--- config.mk ---
export PLATFORM = sky130hd
export DESIGN_NAME = delta_timer_queue
export DESIGN_NICKNAME = d
export VERILOG_FILES = /design/src/rtl/dtq_pkg.sv /design/src/rtl/dtq_ram.sv /design/src/rtl/delta_timer_queue.sv
export SDC_FILE = /design/constraint.sdc
export NUM_CORES = 2
export LEC_CHECK = 0
export BUFFER_PORTS_ARGS = -buffer_cell sky130_fd_sc_hd__buf_2
export CORE_ASPECT_RATIO = 0.7
export CORE_UTILIZATION = 50
export CTS_CLUSTER_SIZE = 24
export DETAILED_ROUTE_END_ITERATION = 7
export PLACE_DENSITY_LB_ADDON = 0.3
export SLEW_MARGIN = 20
export SYNTH_ARGS = -nofsm -noshare
export SYNTH_HDL_FRONTEND = slang
export SYNTH_HIERARCHICAL = 1
export SYNTH_SLANG_ARGS = --single-unit
export TNS_END_PERCENT = 100
--- constraint.sdc ---
create_clock -name clk -period 9.8 [get_ports clk]
set_input_delay 2.45 -clock clk [delete_from_list [all_inputs] [get_ports clk]]
set_output_delay 2.45 -clock clk [all_outputs]
set_load 0.02 [all_outputs]
--- src/rtl/dtq_pkg.sv ---
package dtq_pkg;

  typedef enum logic [1:0] {
    OP_PUSH  = 2'd0,
    OP_POP   = 2'd1,
    OP_TICK  = 2'd2,
    OP_CLEAR = 2'd3
  } op_t;

  localparam logic [1:0] ST_OK       = 2'd0;
  localparam logic [1:0] ST_FULL     = 2'd1;
  localparam logic [1:0] ST_NOT_DUE  = 2'd2;

  typedef struct packed {
    op_t         cmd;
    logic [15:0] msg_handle;
    logic [31:0] delay;
    logic [31:0] process_time;
    logic [31:0] tick_diff;
  } in_t;

  typedef struct packed {
    logic        pop_valid;
    logic [15:0] pop_handle;
    logic [1:0]  status;
    logic [6:0]  entry_count;
  } out_t;

  typedef enum logic [3:0] {
    S_IDLE,
    S_DISPATCH,
    S_WALK_RD,
    S_WALK_CHK,
    S_SHIFT_RD,
    S_SHIFT_WR,
    S_INSERT,
    S_HEAD_RD,
    S_HEAD_CHK
  } state_t;

endpackage

--- src/rtl/dtq_ram.sv ---
module dtq_ram #(
  parameter int WIDTH = 48,
  parameter int DEPTH = 64
) (
  input  logic                     clk,
  input  logic                     we,
  input  logic [$clog2(DEPTH)-1:0] waddr,
  input  logic [WIDTH-1:0]         wdata,
  input  logic [$clog2(DEPTH)-1:0] raddr,
  output logic [WIDTH-1:0]         rdata
);

  logic [WIDTH-1:0] mem [DEPTH];

  always_ff @(posedge clk) begin
    if (we) begin
      mem[waddr] <= wdata;
    end
    rdata <= mem[raddr];
  end

endmodule

--- src/rtl/delta_timer_queue.sv ---
// A push goes from dispatch through the walk (read, compare) over the W entries compared, the
// shift (read, write) over the M entries moved back, and the insert; W + M <= count + 1. Pop
// and tick of a non-empty queue go through dispatch, head read and head check; clear, a full
// push and an empty pop or tick end in dispatch. The RAM gives one registered read and one
// write a cycle; the next command is accepted at the edge that takes the result, and the
// receiver cannot stall it. Synchronous reset empties the queue and sets the sequencer idle.
module delta_timer_queue #(
  parameter int QUEUE_DEPTH = 64,
  parameter int HANDLE_BITS = 16
) (
  input  logic         clk,
  input  logic         rst,
  input  logic         start,
  output logic         busy,
  input  dtq_pkg::in_t item,
  output logic         done,
  output dtq_pkg::out_t result
);

  localparam int AW = $clog2(QUEUE_DEPTH);
  localparam int CW = $clog2(QUEUE_DEPTH + 1);
  localparam int EW = HANDLE_BITS + 32;

  dtq_pkg::state_t state, state_next;
  dtq_pkg::in_t    req;
  dtq_pkg::out_t   res_next;
  logic [AW-1:0]   head, head_next;
  logic [CW-1:0]   count, count_next;
  logic [CW-1:0]   idx, idx_next;
  logic [CW-1:0]   pos, pos_next;
  logic [31:0]     remain, remain_next;
  logic            done_next;

  logic            we;
  logic [AW-1:0]   waddr, raddr;
  logic [EW-1:0]   wdata, rdata;
  logic [HANDLE_BITS-1:0] rd_handle;
  logic [31:0]     rd_delta;

  assign rd_handle = rdata[EW-1:32];
  assign rd_delta  = rdata[31:0];
  assign busy      = (state != dtq_pkg::S_IDLE);

  function automatic logic [AW-1:0] phys(input logic [AW-1:0] h, input logic [CW-1:0] off);
    logic [CW:0] s;
    s = (CW+1)'(h) + (CW+1)'(off);
    if (s >= (CW+1)'(QUEUE_DEPTH)) begin
      s = s - (CW+1)'(QUEUE_DEPTH);
    end
    return s[AW-1:0];
  endfunction

  dtq_ram #(.WIDTH(EW), .DEPTH(QUEUE_DEPTH)) u_ram (
    .clk   (clk),
    .we    (we),
    .waddr (waddr),
    .wdata (wdata),
    .raddr (raddr),
    .rdata (rdata)
  );

  always_ff @(posedge clk) begin
    if (rst) begin
      state <= dtq_pkg::S_IDLE;
      head  <= '0;
      count <= '0;
      done  <= 1'b0;
    end else begin
      state <= state_next;
      head  <= head_next;
      count <= count_next;
      done  <= done_next;
    end
  end

  always_ff @(posedge clk) begin
    if (start && !busy) begin
      req <= item;
    end
    idx    <= idx_next;
    pos    <= pos_next;
    remain <= remain_next;
    if (done_next) begin
      result <= res_next;
    end
  end

  always_comb begin
    state_next  = state;
    head_next   = head;
    count_next  = count;
    idx_next    = idx;
    pos_next    = pos;
    remain_next = remain;
    done_next   = 1'b0;
    res_next    = '0;
    we          = 1'b0;
    waddr       = phys(head, pos);
    wdata       = {rd_handle, rd_delta};
    raddr       = phys(head, idx);

    case (state)
      dtq_pkg::S_IDLE: begin
        if (start) begin
          state_next = dtq_pkg::S_DISPATCH;
        end
      end

      dtq_pkg::S_DISPATCH: begin
        idx_next    = '0;
        remain_next = req.delay;
        case (req.cmd)
          dtq_pkg::OP_PUSH: begin
            if (count == CW'(QUEUE_DEPTH)) begin
              res_next.status = dtq_pkg::ST_FULL;
              done_next       = 1'b1;
              state_next      = dtq_pkg::S_IDLE;
            end else if (count == '0) begin
              pos_next   = '0;
              state_next = dtq_pkg::S_INSERT;
            end else begin
              state_next = dtq_pkg::S_WALK_RD;
            end
          end
          dtq_pkg::OP_POP, dtq_pkg::OP_TICK: begin
            if (count == '0) begin
              res_next.status = (req.cmd == dtq_pkg::OP_POP) ? dtq_pkg::ST_NOT_DUE
                                                             : dtq_pkg::ST_OK;
              done_next       = 1'b1;
              state_next      = dtq_pkg::S_IDLE;
            end else begin
              state_next = dtq_pkg::S_HEAD_RD;
            end
          end
          default: begin
            count_next = '0;
            done_next  = 1'b1;
            state_next = dtq_pkg::S_IDLE;
          end
        endcase
        res_next.entry_count = 7'(count_next);
      end

      dtq_pkg::S_WALK_RD: begin
        state_next = dtq_pkg::S_WALK_CHK;
      end

      dtq_pkg::S_WALK_CHK: begin
        if (rd_delta > remain) begin
          // Insertion point found: this entry keeps only the excess delay.
          we         = 1'b1;
          waddr      = phys(head, idx);
          wdata      = {rd_handle, rd_delta - remain};
          pos_next   = idx;
          idx_next   = count;
          state_next = dtq_pkg::S_SHIFT_RD;
        end else begin
          remain_next = remain - rd_delta;
          idx_next    = idx + 1'b1;
          if (idx + 1'b1 == count) begin
            pos_next   = count;
            state_next = dtq_pkg::S_INSERT;
          end else begin
            state_next = dtq_pkg::S_WALK_RD;
          end
        end
      end

      dtq_pkg::S_SHIFT_RD: begin
        raddr      = phys(head, idx - 1'b1);
        state_next = dtq_pkg::S_SHIFT_WR;
      end

      dtq_pkg::S_SHIFT_WR: begin
        we       = 1'b1;
        waddr    = phys(head, idx);
        idx_next = idx - 1'b1;
        if (idx - 1'b1 == pos) begin
          state_next = dtq_pkg::S_INSERT;
        end else begin
          state_next = dtq_pkg::S_SHIFT_RD;
        end
      end

      dtq_pkg::S_INSERT: begin
        we                   = 1'b1;
        waddr                = phys(head, pos);
        wdata                = {HANDLE_BITS'(req.msg_handle), remain};
        count_next           = count + 1'b1;
        res_next.entry_count = 7'(count_next);
        done_next            = 1'b1;
        state_next           = dtq_pkg::S_IDLE;
      end

      dtq_pkg::S_HEAD_RD: begin
        raddr      = head;
        state_next = dtq_pkg::S_HEAD_CHK;
      end

      dtq_pkg::S_HEAD_CHK: begin
        if (req.cmd == dtq_pkg::OP_POP) begin
          if (rd_delta < req.process_time) begin
            res_next.pop_valid  = 1'b1;
            res_next.pop_handle = 16'(rd_handle);
            head_next           = phys(head, CW'(1));
            count_next          = count - 1'b1;
          end else begin
            res_next.status = dtq_pkg::ST_NOT_DUE;
          end
        end else begin
          we    = 1'b1;
          waddr = head;
          wdata = {rd_handle,
                   (rd_delta > req.tick_diff) ? rd_delta - req.tick_diff : 32'd0};
        end
        res_next.entry_count = 7'(count_next);
        done_next            = 1'b1;
        state_next           = dtq_pkg::S_IDLE;
      end

      default: begin
        state_next = dtq_pkg::S_IDLE;
      end
    endcase
  end

endmodule

# Yosys cells after proc, flatten, opt, wreduce, memory -nomap -nowiden

Memories as Yosys holds them, arrays and structs flattened. A register that Yosys moved wholly into a read port is not among the register bits.
Index checks and enable logic that the tools add are counted.

Add/sub/neg operators: 15
$lt $le $gt $ge: 7
Eq/ne operators: 19
Muxes and demuxes: 53
Reductions and logical operators: 17

Operators by type and width:

| operator                                                          | number |
|---|---|
| one-hot mux 48 bit (3 select lines)                               | 1 |
| two-way mux 32 bit                                                | 4 |
| subtractor 32 bit                                                 | 3 |
| > comparator 32 bit                                               | 2 |
| one-hot mux 32 bit (2 select lines)                               | 1 |
| two-way mux 7 bit                                                 | 9 |
| one-hot mux 7 bit (3 select lines)                                | 3 |
| two-way mux 6 bit                                                 | 6 |
| < comparator 32 bit                                               | 1 |
| one-hot mux 4 bit (7 select lines)                                | 1 |
| adder 6 x 7 -> 8 bit                                              | 3 |
| greater-or-equal comparator 8 x 7 -> 1 bit, second input constant | 3 |
| subtractor 6 x 1 -> 6 bit, second input constant                  | 4 |
| one-hot mux 6 bit (3 select lines)                                | 1 |
| two-way mux 17 bit                                                | 1 |
| == test 4 x 3 -> 1 bit, second input constant                     | 4 |
| two-way mux 3 bit                                                 | 5 |
| adder 7 x 1 -> 7 bit, second input constant                       | 2 |
| == test 7 bit                                                     | 2 |
| one-hot mux 7 bit (2 select lines)                                | 1 |
| subtractor 7 x 1 -> 7 bit, second input constant                  | 2 |
| one-hot mux 6 bit (2 select lines)                                | 1 |
| two-way mux 2 bit                                                 | 5 |
| == test 4 x 2 -> 1 bit, second input constant                     | 2 |
| 29 further kinds                                                  | 44 |

Bits in registers: 204
Bits in writable memories: 3072
Input bits: 117
Output and inout port bits: 28
Logic and storage cells: 128
Memories kept: 1

Memory list:

| name      | depth | bits a word | read ports | clocked after Yosys merged registers in | wr ports | RTL line      | text |
|---|---|---|---|---|---|---|---|
| u_ram.mem | 64    | 48          | 1          | 1                                       | 1        | dtq_ram.sv:13 | `logic [WIDTH-1:0] mem [DEPTH];` |

# Logic depth before layout (Yosys ltp)

Depth in word-level cells: 5
Gate-level depth with buffers: 21
Depth with buffers taken out: 17

# Hierarchy

The synthesis kept the hierarchy.

Modules (own cells, without submodules):

| module            | times used | cells an instance | area each (um2) | seq. area each (um2) |
|---|---|---|---|---|
| dtq_ram           | 1          | 4970              | 117124.8        | 93209.4 |
| delta_timer_queue | 1          | 1716              | 15899.0         | 5945.7 |

# Least setup slack after synthesis

Ideal clock, no wire load.

Path kind: reg2reg
Start point: register u_ram.rdata[0], read port of u_ram.mem
End point: memory u_ram.mem[48][0], enable pin
Library setup time: 513 ps
Arrival time: 6266 ps
Data required time: 9287 ps
Slack: 3022 ps
Stages on the path, launching flop included: 16
Path buffers: 1
Clock period less this slack: 6778 ps
Cell sequence: dfxtp_1 inv_1 ha_1 inv_1 fa_1 nand3_1 a21oi_1 o311ai_4 a211oi_2 or4_1 and3_4 nand2_1 a221o_1 clkbuf_1 nand4b_1 nor3_1

Elaborated cells between the ends (all ways): 7
Classes of those cells: order compare: 1; mux: 6

RTL lines:

| item                               | RTL line                 | text |
|---|---|---|
| from (decl)                        | dtq_ram.sv:10            | `output logic [WIDTH-1:0] rdata` |
| > comparator 32 bit                | delta_timer_queue.sv:149 | `if (rd_delta > remain) begin` |
| two-way mux 6 bit                  | delta_timer_queue.sv:149 |  |
| one-hot mux 6 bit (3 select lines) | delta_timer_queue.sv:102 | `case (state)` |
| named net waddr[5]                 | delta_timer_queue.sv:35  | `logic [AW-1:0] waddr, raddr;` |
| to (decl)                          | dtq_ram.sv:13            |  |

The timed path passes the listed nets, and every way through them passes these cells.

# Worst setup path in the final report

Start point: register remain[21]
End point: memory u_ram.mem[11][16], enable pin

Elaborated cells between the ends (all ways): 7
Classes of those cells: order compare: 1; mux: 6

RTL lines:

| item                               | RTL line                 | text |
|---|---|---|
| from (decl)                        | delta_timer_queue.sv:31  | `logic [31:0] remain, remain_next;` |
| from (signal assigned)             | delta_timer_queue.sv:82  | `remain <= remain_next;` |
| > comparator 32 bit                | delta_timer_queue.sv:149 |  |
| two-way mux 6 bit                  | delta_timer_queue.sv:149 |  |
| one-hot mux 6 bit (3 select lines) | delta_timer_queue.sv:102 |  |
| named net waddr[2]                 | delta_timer_queue.sv:35  |  |

The timed path passes the listed nets, and every way through them passes these cells.

==> out/results.ini <==
[power]
fin_total_pwr_mw=34.88
p_leak_nw=48.35
power_density_nw_per_um2=233.0
vdd_drop_max_mv=0.1564

[worst_setup_path]
cp_num_buf_inv=3
startpoint_type=flop
cpLargestDelayFamily=simple AND/OR/NAND/NOR gates
crit_type=reg2reg
crit_fanout=25
endpoint_kind=flop
critPathRequiredTime_ns=10.33
cp.arrival_ns=7.54
cp_cell_sequence=inv_1 > ha_1 > nand4_4 > or4_4 > nor4_4 > a22o_1 > mux2i_1 > o21ai_0 > buf_4 > nor2b_1 > nand3_1 > nor2_4 > buf_4
critPathMaxStageDelay_ns=1.17
r2r_slack_ns=2.79
crit_path_top_delay_cell=nor2_4
crit_top_cell=buf_4

[clock_network]
clock_latency_ns=0.89
postCtsSetupBuffers=0
post_cts_resized=0
ctsRootBufferMaster=clkbuf_16
clock_path_buffers=4
hold_buffers=0
cts.sinks=3324
clkTransAtPathRegs_ns=0.07
cts_buffers=314
htree_num_levels=5
cts_tree=done

[floorplan]
boundaryPins=145
core_area_um2=264700
die_y_um=433.5
dieArea_um2=268100
rows=158
die_w_um=618.5
start_util_pct=50.25

[synth]
ys_ff_latch=3324
ys.flop_type=edfxtp_1
yosys_warnings=6
synthCells=6686
syn_avg_cell_area_um2=19.90
syn_nets=6959
seq_area_frac_synth_pct=74.54
synth_cell_types=92
syn-cell-area_um2=133000
async_reset_ff_share_pct=0
synth_edf_count=3258

[layout]
final_cell_area_um2=149700
final_nets=7291
area_delta_synth_final_pct=12.55
layout.cells.non_filler=10801
regArea_um2=99160
final_core_util_pct=56.56
layout-drive-gt1-share_pct=24.61
num-fill-cells=19303
multiInputGateArea_um2=32420

[place]
gp_congestion=0.9497
post-dp-hpwl_um=240800
place_area_um2=139400
placed_cells=10221
port_buffers=144
pre_cts_slack_ns=3.121

[global_route]
grt_usage_pct=28.56
overflow=0
antenna_found_initial=32
grt_pass1_wl_um=533700
grt_max_degree=108
grt_pass1_vias=67721

[drt]
routed_wl_um=384600
ant_nets=0
routedWlPerCell_um=35.61
vias=71896
drtPass1Iterations=8
avgViaCountPerCell=6.656
drt_iter0_markers=11901
drc=0

[sta]
rsz0062_at_grt=no
slew_headroom_pct=11.87
finalSetupViolCount=0
finClkSkew_ns=0.06086
fin_tns_setup_ns=0
maxSlewViolCount=0
max_freq_ghz=0.1427
whs_ns=0.5536
final_hold_viol_count=0
period_share_pct=71.50
worst_slew_pin_slew_ns=1.314
min_period_ns=7.007
fin_ws_ns=2.793

[worst_hold_path]
hold_class=reg2reg

[job]
drv_cap=0

[outcome]
status=finished, final reports clean

==> cells in the final DEF, fill, tap and decap left out, drive strengths merged, types with 43 or more instances in the layout <==
| cell | count |
|---|---|
| edfxtp | 3258 |
| mux4 | 754 |
| buf | 381 |
| clkbuf | 372 |
| nor2 | 225 |
| a21oi | 220 |
| nand2 | 206 |
| inv | 179 |
| ha | 150 |
| o22ai | 129 |
| clkinv | 125 |
| o21ai | 118 |
| a221oi | 87 |
| xnor2 | 78 |
| a22oi | 77 |
| a21o | 76 |
| mux2i | 75 |
| dfxtp | 66 |
| a22o | 62 |
| xor2 | 43 |
| a211oi | 43 |
==> worst paths after layout <==
path,startpoint,end,cells after the start
worst min register to register,req[71]$_DFFE_PP_,remain[7]$_DFFE_PP_,2
worst max-delay path,remain[21]$_DFFE_PP_,u_ram/mem[11][16]$_DFFE_PP_,13
worst max register to register,remain[21]$_DFFE_PP_,u_ram/mem[11][16]$_DFFE_PP_,13
worst min-delay path,req[71]$_DFFE_PP_,remain[7]$_DFFE_PP_,2
==> state kept, by name, summed over array words and instances (netlist names) <==
signal and count:
u_ram/mem 3072, req 114, u_ram/rdata 48, remain 32
result 26, count 7, idx 7, pos 7
head 6, state 4, done 1
==> worst register-to-register path, stage by stage, from the launching register on <==
cell      delay [ns]
edfxtp_1        0.39
inv_1           0.06
ha_1            0.58
nand4_4         0.26
or4_4           0.62
nor4_4          0.55
a22o_1          0.94
mux2i_1         0.31
o21ai_0         0.11
buf_4           0.21
nor2b_1         0.15
nand3_1         0.70
nor2_4          1.18
buf_4           0.56
==> per-layer routing <==
metal | wire (um) | up-vias | track usage [%] | part of all wire (%)
li1 | - | 28452 | - | -
met1 | 151600 | 37691 | 43.29 | 39
met2 | 161800 | 5114 | 39.47 | 42
met3 | 59670 | 611 | 9.805 | 16
met4 | 11130 | 28 | 7.472 | 2.9
met5 | 455 | - | 0.1623 | 0.12
==> power breakdown <==
group / leakage [nW] / internal (mW) / total [mW] / switching (mW)
Clock: 5.03 / 7.08 / 12.4 / 5.32
Sequential: 29.9 / 16.7 / 16.9 / 0.132
Combinational: 13.4 / 1.56 / 5.61 / 4.05
Total: 48.3 / 25.4 / 34.9 / 9.50
==> Yosys cell counts (20+ instances only) <==
master       n  area, um2
edfxtp_1  3258      97830
mux4_2     754      16980
nor2_1     223      837.1
a21oi_1    215       1076
nand2_1    206      773.2
inv_1      168      630.6
clkbuf_1   150      563.0
ha_1       150       1877
o22ai_1    129      807.0
buf_2      105      525.5
a221oi_1    87      762.0
o21ai_0     83      415.4
xnor2_1     78      683.2
a22oi_1     77      578.1
a21o_1      76      570.6
mux2i_1     75      750.7
buf_4       72      540.5
dfxtp_1     66       1321
a22o_1      62      543.0
xor2_1      43      376.6
nand3_1     40      200.2
a211oi_1    39      292.8
o221ai_1    39      341.6
nor3_1      38      190.2
nor2b_1     37      231.5
and3_1      36      225.2
o21ai_1     34      170.2
nand4_1     31      193.9
a222oi_1    26      260.3
buf_1       21      78.83
nand2b_1    20      125.1
==> logic make-up after synthesis <==
kind of cell	count (synthesis)	share of synthesized area [%]
flops	3324	74.54
compound gates	1007	5.330
mux	843	13.45
simple gates	701	2.482
buf+inv	534	1.902
fa+ha+maj	156	1.501
xor+xnor	121	0.7967
==> layout make-up <==
type / instances / area share, %
well taps: 3520 / 2.942
clock buffers: 372 / 5.492
flip-flops and latches: 3324 / 66.23
repair buffers: 381 / 1.847
multi-input cells: 2828 / 21.66
inverters: 169 / 0.4237
diodes: 16 / 0.02674
clock inverters: 191 / 1.381
Note: power is estimated with default switching activity, not from simulation.
